**src/rtl/scl_pkg.sv**
```systemverilog
package scl_pkg;

    // field widths
    localparam int RX_W    = 8;
    localparam int PERIOD_W = 16;
    localparam int VALUE_W = 10;
    localparam int ACC_W   = 11;
    localparam int PULSE_W = 16;
    localparam int CFG_IDX_W = 3;
    localparam int CFG_DATA_W = 16;

    // register reset values
    localparam logic [PERIOD_W-1:0] PERIOD_RST    = 16'd22726;
    localparam logic [VALUE_W-1:0]  PITCH_MIN_RST = 10'd20;
    localparam logic [VALUE_W-1:0]  PITCH_MAX_RST = 10'd110;
    localparam logic [VALUE_W-1:0]  YAW_MIN_RST   = 10'd20;
    localparam logic [VALUE_W-1:0]  YAW_MAX_RST   = 10'd160;

    // saturation limit of the decimal accumulator
    localparam logic [ACC_W-1:0] ACC_MAX = 11'd2047;

    // divide by 1000: floor(p * RECIP_1000 / 2^RECIP_SHIFT) is exact for p < 2^26
    localparam int PROD_W = VALUE_W + PERIOD_W;
    localparam int RECIP_SHIFT = 36;
    localparam int RECIP_W = 27;
    localparam logic [RECIP_W-1:0] RECIP_1000 = 27'd68719477;
    localparam int QUOT_W = PROD_W + RECIP_W - RECIP_SHIFT;

    // byte codes
    localparam logic [RX_W-1:0] CH_LF    = 8'h0A;
    localparam logic [RX_W-1:0] CH_CR    = 8'h0D;
    localparam logic [RX_W-1:0] CH_SPACE = 8'h20;
    localparam logic [RX_W-1:0] CH_TAB   = 8'h09;
    localparam logic [RX_W-1:0] CH_VT    = 8'h0B;
    localparam logic [RX_W-1:0] CH_FF    = 8'h0C;
    localparam logic [RX_W-1:0] CH_MINUS = 8'h2D;
    localparam logic [RX_W-1:0] CH_PLUS  = 8'h2B;
    localparam logic [RX_W-1:0] CH_ZERO  = 8'h30;
    localparam logic [RX_W-1:0] CH_NINE  = 8'h39;
    localparam logic [RX_W-1:0] CH_P_LO  = 8'h70;
    localparam logic [RX_W-1:0] CH_P_UP  = 8'h50;
    localparam logic [RX_W-1:0] CH_Y_LO  = 8'h79;
    localparam logic [RX_W-1:0] CH_Y_UP  = 8'h59;

    // axis codes on the result
    localparam logic AXIS_PITCH = 1'b0;
    localparam logic AXIS_YAW   = 1'b1;

    // configuration register indexes
    typedef enum logic [CFG_IDX_W-1:0] {
        REG_PWM_PERIOD = 3'd0,
        REG_PITCH_MIN  = 3'd1,
        REG_PITCH_MAX  = 3'd2,
        REG_YAW_MIN    = 3'd3,
        REG_YAW_MAX    = 3'd4
    } t_cfg_reg;

    typedef enum logic [1:0] {
        PH_START,
        PH_LEAD,
        PH_DIGITS,
        PH_DONE
    } t_phase;

    typedef enum logic [1:0] {
        KIND_NONE,
        KIND_PITCH,
        KIND_YAW
    } t_kind;

endpackage

```
**src/rtl/scl_rx_if.sv**
```systemverilog
interface scl_rx_if;
    logic                     valid;
    logic                     ready;
    logic [scl_pkg::RX_W-1:0] rx_byte;

    modport source (output valid, output rx_byte, input ready);
    modport sink (input valid, input rx_byte, output ready);
endinterface

```
**src/rtl/scl_res_if.sv**
```systemverilog
interface scl_res_if;
    logic                        valid;
    logic                        ready;
    logic                        axis;
    logic [scl_pkg::PULSE_W-1:0] pulse_width;
    logic [scl_pkg::VALUE_W-1:0] angle_value;

    modport source (output valid, output axis, output pulse_width, output angle_value,
                    input ready);
    modport sink (input valid, input axis, input pulse_width, input angle_value,
                  output ready);
endinterface

```
**src/rtl/scl_cfg_if.sv**
```systemverilog
interface scl_cfg_if;
    logic                           valid;
    logic                           ready;
    logic [scl_pkg::CFG_IDX_W-1:0]  index;
    logic [scl_pkg::CFG_DATA_W-1:0] data;

    modport source (output valid, output index, output data, input ready);
    modport sink (input valid, input index, input data, output ready);
endinterface

```
**src/rtl/servo_command_line_parser.sv**
```systemverilog
// Servo command line parser. Takes one received byte per cycle unless all three result
// slots are full and stalled, and parses text lines ending in LF or CR: a first byte
// of p/P selects pitch, y/Y selects yaw, followed by an atoi-style decimal value
// (leading blanks, optional sign, digits, magnitude saturating at 2047). At a line end
// whose value lies inside the axis window [min, max] one result is produced: the axis,
// the value and the pulse width value*pwm_period/1000 (saturated at 65535). The
// transfer edge of the line end byte latches the checked value in the first slot, the
// second slot holds the value-by-period product and the output slot the reciprocal
// multiply that divides by 1000. These three result slots buffer the path, so input
// keeps flowing while a result waits to be taken. Configuration writes are always
// taken at once and must only be made while no result is in flight; an unknown
// register index is ignored.
module servo_command_line_parser (
    input  logic  i_clk,
    input  logic  i_rst_n,
    scl_rx_if.sink      i_rx,
    scl_cfg_if.sink     i_cfg,
    scl_res_if.source   o_res
);
    import scl_pkg::*;

    // configuration registers
    logic [PERIOD_W-1:0] r_period;
    logic [VALUE_W-1:0]  r_pitch_min;
    logic [VALUE_W-1:0]  r_pitch_max;
    logic [VALUE_W-1:0]  r_yaw_min;
    logic [VALUE_W-1:0]  r_yaw_max;

    // line parse state
    t_phase           r_phase, n_phase;
    t_kind            r_kind, n_kind;
    logic             r_neg, n_neg;
    logic [ACC_W-1:0] r_acc, n_acc;

    // result pipeline
    logic               r_s1_valid;
    logic               r_s1_axis;
    logic [VALUE_W-1:0] r_s1_value;
    logic               r_s2_valid;
    logic               r_s2_axis;
    logic [VALUE_W-1:0] r_s2_value;
    logic [PROD_W-1:0]  r_s2_prod;
    logic               r_out_valid;
    logic               r_out_axis;
    logic [VALUE_W-1:0] r_out_value;
    logic [PULSE_W-1:0] r_out_pulse;

    logic s1_ready, s2_ready, out_ready;
    logic rx_xfer;
    logic is_eol, is_digit, is_blank;
    logic [3:0] digit;
    logic [ACC_W+3:0] acc_next;
    logic [VALUE_W-1:0] lo, hi;
    logic hit;
    logic [PROD_W+RECIP_W-1:0] recip_prod;
    logic [QUOT_W-1:0] quot;
    logic [PULSE_W-1:0] pulse_sat;

    // handshakes
    assign out_ready = !r_out_valid || o_res.ready;
    assign s2_ready  = !r_s2_valid || out_ready;
    assign s1_ready  = !r_s1_valid || s2_ready;
    assign i_rx.ready  = s1_ready;
    assign i_cfg.ready = 1'b1;
    assign rx_xfer = i_rx.valid && s1_ready;

    // byte classes
    assign is_eol   = (i_rx.rx_byte == CH_LF) || (i_rx.rx_byte == CH_CR);
    assign is_digit = (i_rx.rx_byte >= CH_ZERO) && (i_rx.rx_byte <= CH_NINE);
    assign is_blank = (i_rx.rx_byte == CH_SPACE) || (i_rx.rx_byte == CH_TAB) ||
                      (i_rx.rx_byte == CH_VT) || (i_rx.rx_byte == CH_FF);
    assign digit    = 4'(i_rx.rx_byte - CH_ZERO);
    assign acc_next = (ACC_W+4)'(r_acc) * (ACC_W+4)'(10) + (ACC_W+4)'(digit);

    // window check at line end
    assign lo  = (r_kind == KIND_PITCH) ? r_pitch_min : r_yaw_min;
    assign hi  = (r_kind == KIND_PITCH) ? r_pitch_max : r_yaw_max;
    assign hit = is_eol && (r_kind == KIND_PITCH || r_kind == KIND_YAW) &&
                 !(r_neg && r_acc != '0) &&
                 (r_acc <= {1'b0, hi}) && (r_acc >= {1'b0, lo});

    // next phase
    always_comb begin
        n_phase = r_phase;
        if (is_eol) begin
            n_phase = PH_START;
        end else begin
            unique case (r_phase)
                PH_START: begin
                    if (i_rx.rx_byte == CH_P_LO || i_rx.rx_byte == CH_P_UP ||
                        i_rx.rx_byte == CH_Y_LO || i_rx.rx_byte == CH_Y_UP) begin
                        n_phase = PH_LEAD;
                    end else begin
                        n_phase = PH_DONE;
                    end
                end
                PH_LEAD: begin
                    priority if (is_blank) begin
                        n_phase = PH_LEAD;
                    end else if (i_rx.rx_byte == CH_MINUS || i_rx.rx_byte == CH_PLUS ||
                                 is_digit) begin
                        n_phase = PH_DIGITS;
                    end else begin
                        n_phase = PH_DONE;
                    end
                end
                PH_DIGITS: begin
                    if (!is_digit) begin
                        n_phase = PH_DONE;
                    end
                end
                PH_DONE: n_phase = PH_DONE;
                default: n_phase = PH_DONE;
            endcase
        end
    end

    // next kind, sign and accumulator
    always_comb begin
        n_kind = r_kind;
        n_neg  = r_neg;
        n_acc  = r_acc;
        if (is_eol) begin
            n_kind = KIND_NONE;
            n_neg  = 1'b0;
            n_acc  = '0;
        end else begin
            unique case (r_phase)
                PH_START: begin
                    priority if (i_rx.rx_byte == CH_P_LO || i_rx.rx_byte == CH_P_UP) begin
                        n_kind = KIND_PITCH;
                    end else if (i_rx.rx_byte == CH_Y_LO || i_rx.rx_byte == CH_Y_UP) begin
                        n_kind = KIND_YAW;
                    end else begin
                        n_kind = KIND_NONE;
                    end
                end
                PH_LEAD: begin
                    priority if (i_rx.rx_byte == CH_MINUS) begin
                        n_neg = 1'b1;
                    end else if (is_digit) begin
                        n_acc = ACC_W'(digit);
                    end else begin
                        n_acc = r_acc;
                    end
                end
                PH_DIGITS: begin
                    if (is_digit) begin
                        n_acc = (acc_next > (ACC_W+4)'(ACC_MAX)) ? ACC_MAX
                                                                 : acc_next[ACC_W-1:0];
                    end
                end
                PH_DONE: n_acc = r_acc;
                default: n_acc = r_acc;
            endcase
        end
    end

    // divide by 1000 with a reciprocal multiply, then saturate
    assign recip_prod = (PROD_W+RECIP_W)'(r_s2_prod) * (PROD_W+RECIP_W)'(RECIP_1000);
    assign quot       = recip_prod[PROD_W+RECIP_W-1:RECIP_SHIFT];
    assign pulse_sat  = (quot > QUOT_W'({PULSE_W{1'b1}})) ? {PULSE_W{1'b1}}
                                                           : quot[PULSE_W-1:0];

    // control state
    always_ff @(posedge i_clk) begin
        if (!i_rst_n) begin
            r_phase     <= PH_START;
            r_kind      <= KIND_NONE;
            r_neg       <= 1'b0;
            r_acc       <= '0;
            r_s1_valid  <= 1'b0;
            r_s2_valid  <= 1'b0;
            r_out_valid <= 1'b0;
            r_period    <= PERIOD_RST;
            r_pitch_min <= PITCH_MIN_RST;
            r_pitch_max <= PITCH_MAX_RST;
            r_yaw_min   <= YAW_MIN_RST;
            r_yaw_max   <= YAW_MAX_RST;
        end else begin
            if (rx_xfer) begin
                r_phase <= n_phase;
                r_kind  <= n_kind;
                r_neg   <= n_neg;
                r_acc   <= n_acc;
            end
            if (s1_ready) begin
                r_s1_valid <= rx_xfer && hit;
            end
            if (s2_ready) begin
                r_s2_valid <= r_s1_valid;
            end
            if (out_ready) begin
                r_out_valid <= r_s2_valid;
            end
            // configuration transfer
            if (i_cfg.valid) begin
                unique case (i_cfg.index)
                    REG_PWM_PERIOD: r_period    <= i_cfg.data;
                    REG_PITCH_MIN:  r_pitch_min <= i_cfg.data[VALUE_W-1:0];
                    REG_PITCH_MAX:  r_pitch_max <= i_cfg.data[VALUE_W-1:0];
                    REG_YAW_MIN:    r_yaw_min   <= i_cfg.data[VALUE_W-1:0];
                    REG_YAW_MAX:    r_yaw_max   <= i_cfg.data[VALUE_W-1:0];
                    default: ;
                endcase
            end
        end
    end

    // result payload
    always_ff @(posedge i_clk) begin
        if (s1_ready && rx_xfer && hit) begin
            r_s1_axis  <= (r_kind == KIND_YAW) ? AXIS_YAW : AXIS_PITCH;
            r_s1_value <= r_acc[VALUE_W-1:0];
        end
        if (s2_ready && r_s1_valid) begin
            r_s2_axis  <= r_s1_axis;
            r_s2_value <= r_s1_value;
            r_s2_prod  <= PROD_W'(r_s1_value) * PROD_W'(r_period);
        end
        if (out_ready && r_s2_valid) begin
            r_out_axis  <= r_s2_axis;
            r_out_value <= r_s2_value;
            r_out_pulse <= pulse_sat;
        end
    end

    assign o_res.valid       = r_out_valid;
    assign o_res.axis        = r_out_axis;
    assign o_res.pulse_width = r_out_pulse;
    assign o_res.angle_value = r_out_value;

endmodule

```
**src/flat_wrapper.sv**
```systemverilog
// flat-port wrapper written by rule: the top's interface ports become plain ports
module servo_command_line_parser_flat import scl_pkg::*;
  (i_clk, i_rst_n, i_rx_valid, i_rx_rx_byte, i_rx_ready, i_cfg_valid, i_cfg_index, i_cfg_data, i_cfg_ready, o_res_valid, o_res_axis, o_res_pulse_width, o_res_angle_value, o_res_ready);
  scl_rx_if i_rx_i ();
  scl_cfg_if i_cfg_i ();
  scl_res_if o_res_i ();
  input  logic i_clk;
  input  logic i_rst_n;
  input wire logic [$bits(i_rx_i.valid)-1:0] i_rx_valid;
  input wire logic [$bits(i_rx_i.rx_byte)-1:0] i_rx_rx_byte;
  output wire logic [$bits(i_rx_i.ready)-1:0] i_rx_ready;
  input wire logic [$bits(i_cfg_i.valid)-1:0] i_cfg_valid;
  input wire logic [$bits(i_cfg_i.index)-1:0] i_cfg_index;
  input wire logic [$bits(i_cfg_i.data)-1:0] i_cfg_data;
  output wire logic [$bits(i_cfg_i.ready)-1:0] i_cfg_ready;
  output wire logic [$bits(o_res_i.valid)-1:0] o_res_valid;
  output wire logic [$bits(o_res_i.axis)-1:0] o_res_axis;
  output wire logic [$bits(o_res_i.pulse_width)-1:0] o_res_pulse_width;
  output wire logic [$bits(o_res_i.angle_value)-1:0] o_res_angle_value;
  input wire logic [$bits(o_res_i.ready)-1:0] o_res_ready;
  assign i_rx_i.valid = i_rx_valid;
  assign i_rx_i.rx_byte = i_rx_rx_byte;
  assign i_rx_ready = i_rx_i.ready;
  assign i_cfg_i.valid = i_cfg_valid;
  assign i_cfg_i.index = i_cfg_index;
  assign i_cfg_i.data = i_cfg_data;
  assign i_cfg_ready = i_cfg_i.ready;
  assign o_res_valid = o_res_i.valid;
  assign o_res_axis = o_res_i.axis;
  assign o_res_pulse_width = o_res_i.pulse_width;
  assign o_res_angle_value = o_res_i.angle_value;
  assign o_res_i.ready = o_res_ready;
  servo_command_line_parser u_core (.i_clk(i_clk), .i_rst_n(i_rst_n), .i_rx(i_rx_i), .i_cfg(i_cfg_i), .o_res(o_res_i));
endmodule
```
**config.mk**
```make
export PLATFORM = sky130hd
export DESIGN_NAME = servo_command_line_parser_flat
export DESIGN_NICKNAME = d
export VERILOG_FILES = /design/src/rtl/scl_pkg.sv /design/src/rtl/scl_rx_if.sv /design/src/rtl/scl_res_if.sv /design/src/rtl/scl_cfg_if.sv /design/src/rtl/servo_command_line_parser.sv /design/src/flat_wrapper.sv
export SDC_FILE = /design/constraint.sdc
export NUM_CORES = 1
export LEC_CHECK = 0
export BUFFER_PORTS_ARGS = -buffer_cell sky130_fd_sc_hd__buf_2
export CORE_MARGIN = 5
export CORE_UTILIZATION = 54
export DETAILED_ROUTE_END_ITERATION = 10
export GPL_TIMING_DRIVEN = 0
export PLACE_DENSITY_LB_ADDON = 0.12
export SKIP_LAST_GASP = 1
export SLEW_MARGIN = 5
export SYNTH_ARGS = -nofsm -noshare
export SYNTH_HDL_FRONTEND = slang
export SYNTH_SLANG_ARGS = --single-unit
```
**constraint.sdc**
```tcl
create_clock -name i_clk -period 15.9 [get_ports i_clk]
set_input_delay 3.18 -clock i_clk [delete_from_list [all_inputs] [get_ports i_clk]]
set_output_delay 3.18 -clock i_clk [all_outputs]
set_load 0.005 [all_outputs]
```
# After elaboration in Yosys (flattened, before gate mapping)
# Cells that the tools add are included.
[totals]
input_bits = 32
register_bits = 150
word_cells = 124
[op_classes]
n_addsub = 2
n_lt_le_gt_ge = 6
n_mul = 3
eq_ne = 25
muxes = 22
reduce_logical = 46
[op_table]
columns = ["cell", "n"]
rows = [
  ["two-way mux 11 bit", 5],
  ["multiplier 26 x 27 -> 53 bit, second input constant", 1],
  ["equality test 8 x 4 -> 1 bit, second input constant", 5],
  ["equality test 8 x 7 -> 1 bit, second input constant", 4],
  ["multiplier 10 x 16 -> 26 bit", 1],
  ["equality test 8 x 6 -> 1 bit, second input constant", 3],
  ["one-hot mux 11 bit (2 select lines)", 1],
  ["two-way mux 10 bit", 2],
  ["> comparator 17 x 16 -> 1 bit, second input constant", 1],
  ["two-way mux 2 bit", 8],
  ["adder 15 x 4 -> 15 bit", 1],
  ["> comparator 15 x 11 -> 1 bit, second input constant", 1],
  ["logical OR 1 bit", 14],
  ["multiplier 11 x 3 -> 14 bit, second input constant", 1],
  ["AND reduction 2 bit", 7],
  ["logical AND 1 bit", 12],
  [">= comparator 11 x 10 -> 1 bit", 1],
  ["less-or-equal comparator 11 x 10 -> 1 bit", 1],
  ["nonzero test 11 bit", 1],
  [">= comparator 8 x 6 -> 1 bit, second input constant", 1],
  ["less-or-equal comparator 8 x 6 -> 1 bit, second input constant", 1],
  ["one-hot mux 2 bit (4 select lines)", 1],
  ["equality test 2 bit, second input constant", 3],
  ["equality test 3 x 2 -> 1 bit, second input constant", 2],
  ["14 further kinds", 26],
]

# Logic depth before layout (Yosys ltp)
[depth]
word_depth = 7
ltp_mapped = 26
depth_no_buf = 25

# Worst setup path after synthesis
# OpenSTA, ideal clock, no wires.
[synth_timing]
kind = "input port to output port"
from = "input port o_res_ready"
to = "output port i_rx_ready"
required_ns = 12.720
path_slack_ns = 9.167
arrival_time_ns = 3.553
cell_stages = 2
path_buffers = 0
path_cell_list = "nor2b_1 > nand3_1"
[synth_via]
elab_chain_cells = 3
[synth_rtl]
columns = ["element", "line", "text"]
rows = [
  ["from (decl)", "flat_wrapper.sv:20", "input wire logic [$bits(o_res_i.ready)-1:0] o_res_ready;"],
  ["logical OR 1 bit", "servo_command_line_parser.sv:60", "assign out_ready = !r_out_valid || o_res.ready;"],
  ["logical OR 1 bit", "servo_command_line_parser.sv:61", "assign s2_ready = !r_s2_valid || out_ready;"],
  ["logical OR 1 bit", "servo_command_line_parser.sv:62", "assign s1_ready = !r_s1_valid || s2_ready;"],
  ["to (decl)", "flat_wrapper.sv:11", "output wire logic [$bits(i_rx_i.ready)-1:0] i_rx_ready;"],
]
# No other way between the ends.

# Worst setup path in the final report
[layout_timing]
from = "register u_core.r_s2_prod[15]"
to = "register u_core.r_out_pulse[3] (netlist: u_core.o_res.pulse_width[3]) (data pin)"
[layout_via]
elab_chain_cells = 2
[layout_rtl]
columns = ["element", "line", "text"]
rows = [
  ["from (decl)", "servo_command_line_parser.sv:42", "logic [PROD_W-1:0] r_s2_prod;"],
  ["from (signal assigned)", "servo_command_line_parser.sv:219", "r_s2_prod <= PROD_W'(r_s1_value) * PROD_W'(r_period);"],
  ["multiplier 26 x 27 -> 53 bit (*)", "servo_command_line_parser.sv:160", "assign recip_prod = (PROD_W+RECIP_W)'(r_s2_prod) * (PROD_W+RECIP_W)'(RECIP_1000);"],
  ["> comparator 17 x 16 -> 1 bit", "servo_command_line_parser.sv:162", "assign pulse_sat = (quot > QUOT_W'({PULSE_W{1'b1}})) ? {PULSE_W{1'b1}}"],
  ["to (signal assigned)", "servo_command_line_parser.sv:224", "r_out_pulse <= pulse_sat;"],
  ["to (decl)", "servo_command_line_parser.sv:46", "logic [PULSE_W-1:0] r_out_pulse;"],
]
# Mark *: on every way between the ends. The rest lies on a longest branch, timed or not.
# A chain may end at the register's enable or synchronous reset.

==> results.toml <==
[critical_path]
cp_max_fo = 10
cp-start-kind = "flop"
required_ps = 16200
end_kind = "flop"
rr_worst_depth = 23
critical_path_class = "flop to flop"
cp.arrival_ps = 8090

[finish]
final_nets = 3054
layout_common_cells = "inv_1, ha_1, fa_1"
fillers = 3459
num_antenna_cells = 0
multi_input_area_um2 = 16130
seqCellArea_um2 = 3754
final_cells = 2859
final_common_cell = "inv_1"
syn_to_final_growth_pct = 7.339
drive_gt1_share_pct = 5.056
final_core_util_pct = 58.92

[floorplanning]
ios = 62
initial_core_util_pct = 54.89
die-area_um2 = 44700
row_count = 73
fp.dieH_um = 211.4
coreArea_um2 = 39910
fp.dieW_um = 211.4

[synthesis]
synth_top_family_by_area = "adder cells"
synth_flop_cell = "edfxtp_1"
yosys.area_share.adder_pct = 51.08
synth_cells = 2244
syn-cell-area_um2 = 21910
synth_compound_area_share_pct = 7.967
synth_top_area_share_pct = 29.61
synth-edff-count = 75
synth.largest_area_cell = "fa_1"
netlist_top_cells_area = "fa_1, ha_1, edfxtp_1"
synth_xor_area_share_pct = 1.759
ys_types = 71
ys_ff_latch = 150
yosysSeqAreaShare_pct = 17.13
async_flop_share_pct = 0
synth-simple-area-share_pct = 11.61
syn-num-nets = 2976
yosys_warnings = 0
synth_mux_area_share_pct = 1.114
syn_area_per_cell_um2 = 9.763

[routing]
routedWlPerCell_um = 17.92
viasPerCell = 5.381
remaining_drc_errors = 0
drtAntennaViolNets = 0
drt_first_iter_violations = 868
drt_first_pass_iters = 5
vias = 15380
routed_wirelength_um = 51230

[cts]
cts_resized = 0
cts_made_buffers = 17
htreeDepth = 4
path_clk_slew_ps = 60
clockBufferDepth = 2
cts_tree = "built"
clock_sinks = 150
cts_hold_buf = 0
clkLatencyLatePin_ps = 450
cts_setup_buffers = 0
clockRootBuffer = "clkbuf_16"

[global_route]
grt-ovfl-total = 0
gr-usage-all-layers_pct = 24.23
grt_max_degree = 30
grt_pass1_vias = 16590
grt_pass1_wl_um = 86060
antenna_found_initial = 0

[sta]
maxSlewViolCount = 0
tightestPinTransition_ps = 935.5
fin_crit_sh_pct = 49.02
hold_ws_ps = 420.9
rsz0062_at_grt = "false"
clock_skew_ps = 13.10
hold_violations = 0
min_period_ps = 7795
fmax_mhz = 128.3
relSlewSlack_pct = 36.82
fin_setup_tns_ps = 0
finalSetupViolCount = 0

[power]
peakVddDrop_v = 0.0001151
p_per_area_nw_per_um2 = 49.24
p_leak_nw = 11.74

[worst_hold_path]
min_path_cells = 0
hold_path_class = "flop to flop"

[placement]
gp_congestion = 0.9101
dp_hpwl_um = 42810
portBuffers = 58
dp.cells = 2828

[status]
status = "finished clean"

[run]
maxCapViolCount = 0
[layout make-up]
| type | instances | area share (%) |
|---|---|---|
| multi-input cells | 1553 | 68.60 |
| flip-flops and latches | 150 | 15.96 |
| inverters | 483 | 7.710 |
| well taps | 525 | 2.793 |
| clock buffers | 20 | 2.080 |
| repair buffers | 59 | 1.320 |
| plain buffers | 58 | 0.9737 |
| clock inverters | 11 | 0.5640 |
[report_power, final]
part	switching (mW)	total (mW)	internal [mW]
clock network	0.172	0.427	0.255
logic	0.168	0.303	0.135
registers	0.00565	0.428	0.423
[routing by layer]
metal  share of wire, %  vias up  routed length, um  GRT usage (%)
met5                  0        -                  0              0
met4                2.1        0               1072          6.197
met3                4.2       59               2145          3.290
met2                 49      304              24850          41.04
met1                 45     7655              23160          33.19
li1                   -     7366                  -              -
[cells by family after synthesis]
group,count (synthesis)
AOI/OAI and AO/OA,260
buffers and inverters,541
xor gates and xnor gates,44
DFF,150
muxes,24
adders and majority gates,700
other,1
and+or+nand+nor,524
[cells in the mapped netlist (9+ instances only)]
| cell type | count |
|---|---|
| a21boi_0 | 39 |
| a21o_1 | 22 |
| a21oi_1 | 67 |
| a31oi_1 | 9 |
| and2_1 | 85 |
| and3_1 | 10 |
| clkbuf_1 | 56 |
| dfxtp_1 | 75 |
| edfxtp_1 | 75 |
| fa_1 | 324 |
| ha_1 | 376 |
| inv_1 | 483 |
| mux2i_1 | 21 |
| nand2_1 | 237 |
| nand3_1 | 45 |
| nand4_1 | 11 |
| nor2_1 | 44 |
| nor2b_1 | 22 |
| nor3_1 | 18 |
| o21a_1 | 18 |
| o21ai_0 | 33 |
| xnor2_1 | 31 |
| xor2_1 | 13 |
[worst max-delay path, cell delays in order (launching register included)]
cell	delay (ps)
edfxtp_1	790
inv_1	190
ha_1	380
inv_1	180
fa_1	470
fa_1	520
inv_1	50
fa_1	470
inv_1	60
fa_1	500
fa_1	550
inv_1	60
fa_1	570
inv_1	60
ha_1	340
nand4_2	150
or4_1	520
a2111o_1	490
o2111a_1	300
a211o_1	310
o21ai_2	210
a211oi_2	170
buf_6	190
nand2_2	100
[per-stage QoR]
step	power [mW]	worst slack, ps	instance area, um2
finish	1.158	8105	23520
global placement	0.7312	8107	22860
detailed placement	0.7366	8123	22890
floorplan	0.6689	9167	21910
CTS	1.168	8094	23520
global route	1.229	7854	23520
[final timing paths]
| check | slack, ps | from | endpoint |
|---|---|---|---|
| max | 8110 | u_core.r_s2_prod[15]$_DFFE_PP_ | u_core.o_res.pulse_width[3]$_SDFFCE_PN1P_ |
| min | 420 | u_core.r_s2_value[1]$_DFFE_PP_ | u_core.o_res.angle_value[1]$_DFFE_PP_ |
| max reg2reg | 8110 | u_core.r_s2_prod[15]$_DFFE_PP_ | u_core.o_res.pulse_width[3]$_SDFFCE_PN1P_ |
| min reg2reg | 420 | u_core.r_s2_value[1]$_DFFE_PP_ | u_core.o_res.angle_value[1]$_DFFE_PP_ |
[sequential cells by signal (all words and copies together) (netlist names), 11 cells and up]
signal,count
u_core.o_res.pulse_width,16
u_core.r_acc,11
u_core.r_period,16
u_core.r_s2_prod,26
Note: power is estimated with default switching activity, not from simulation.
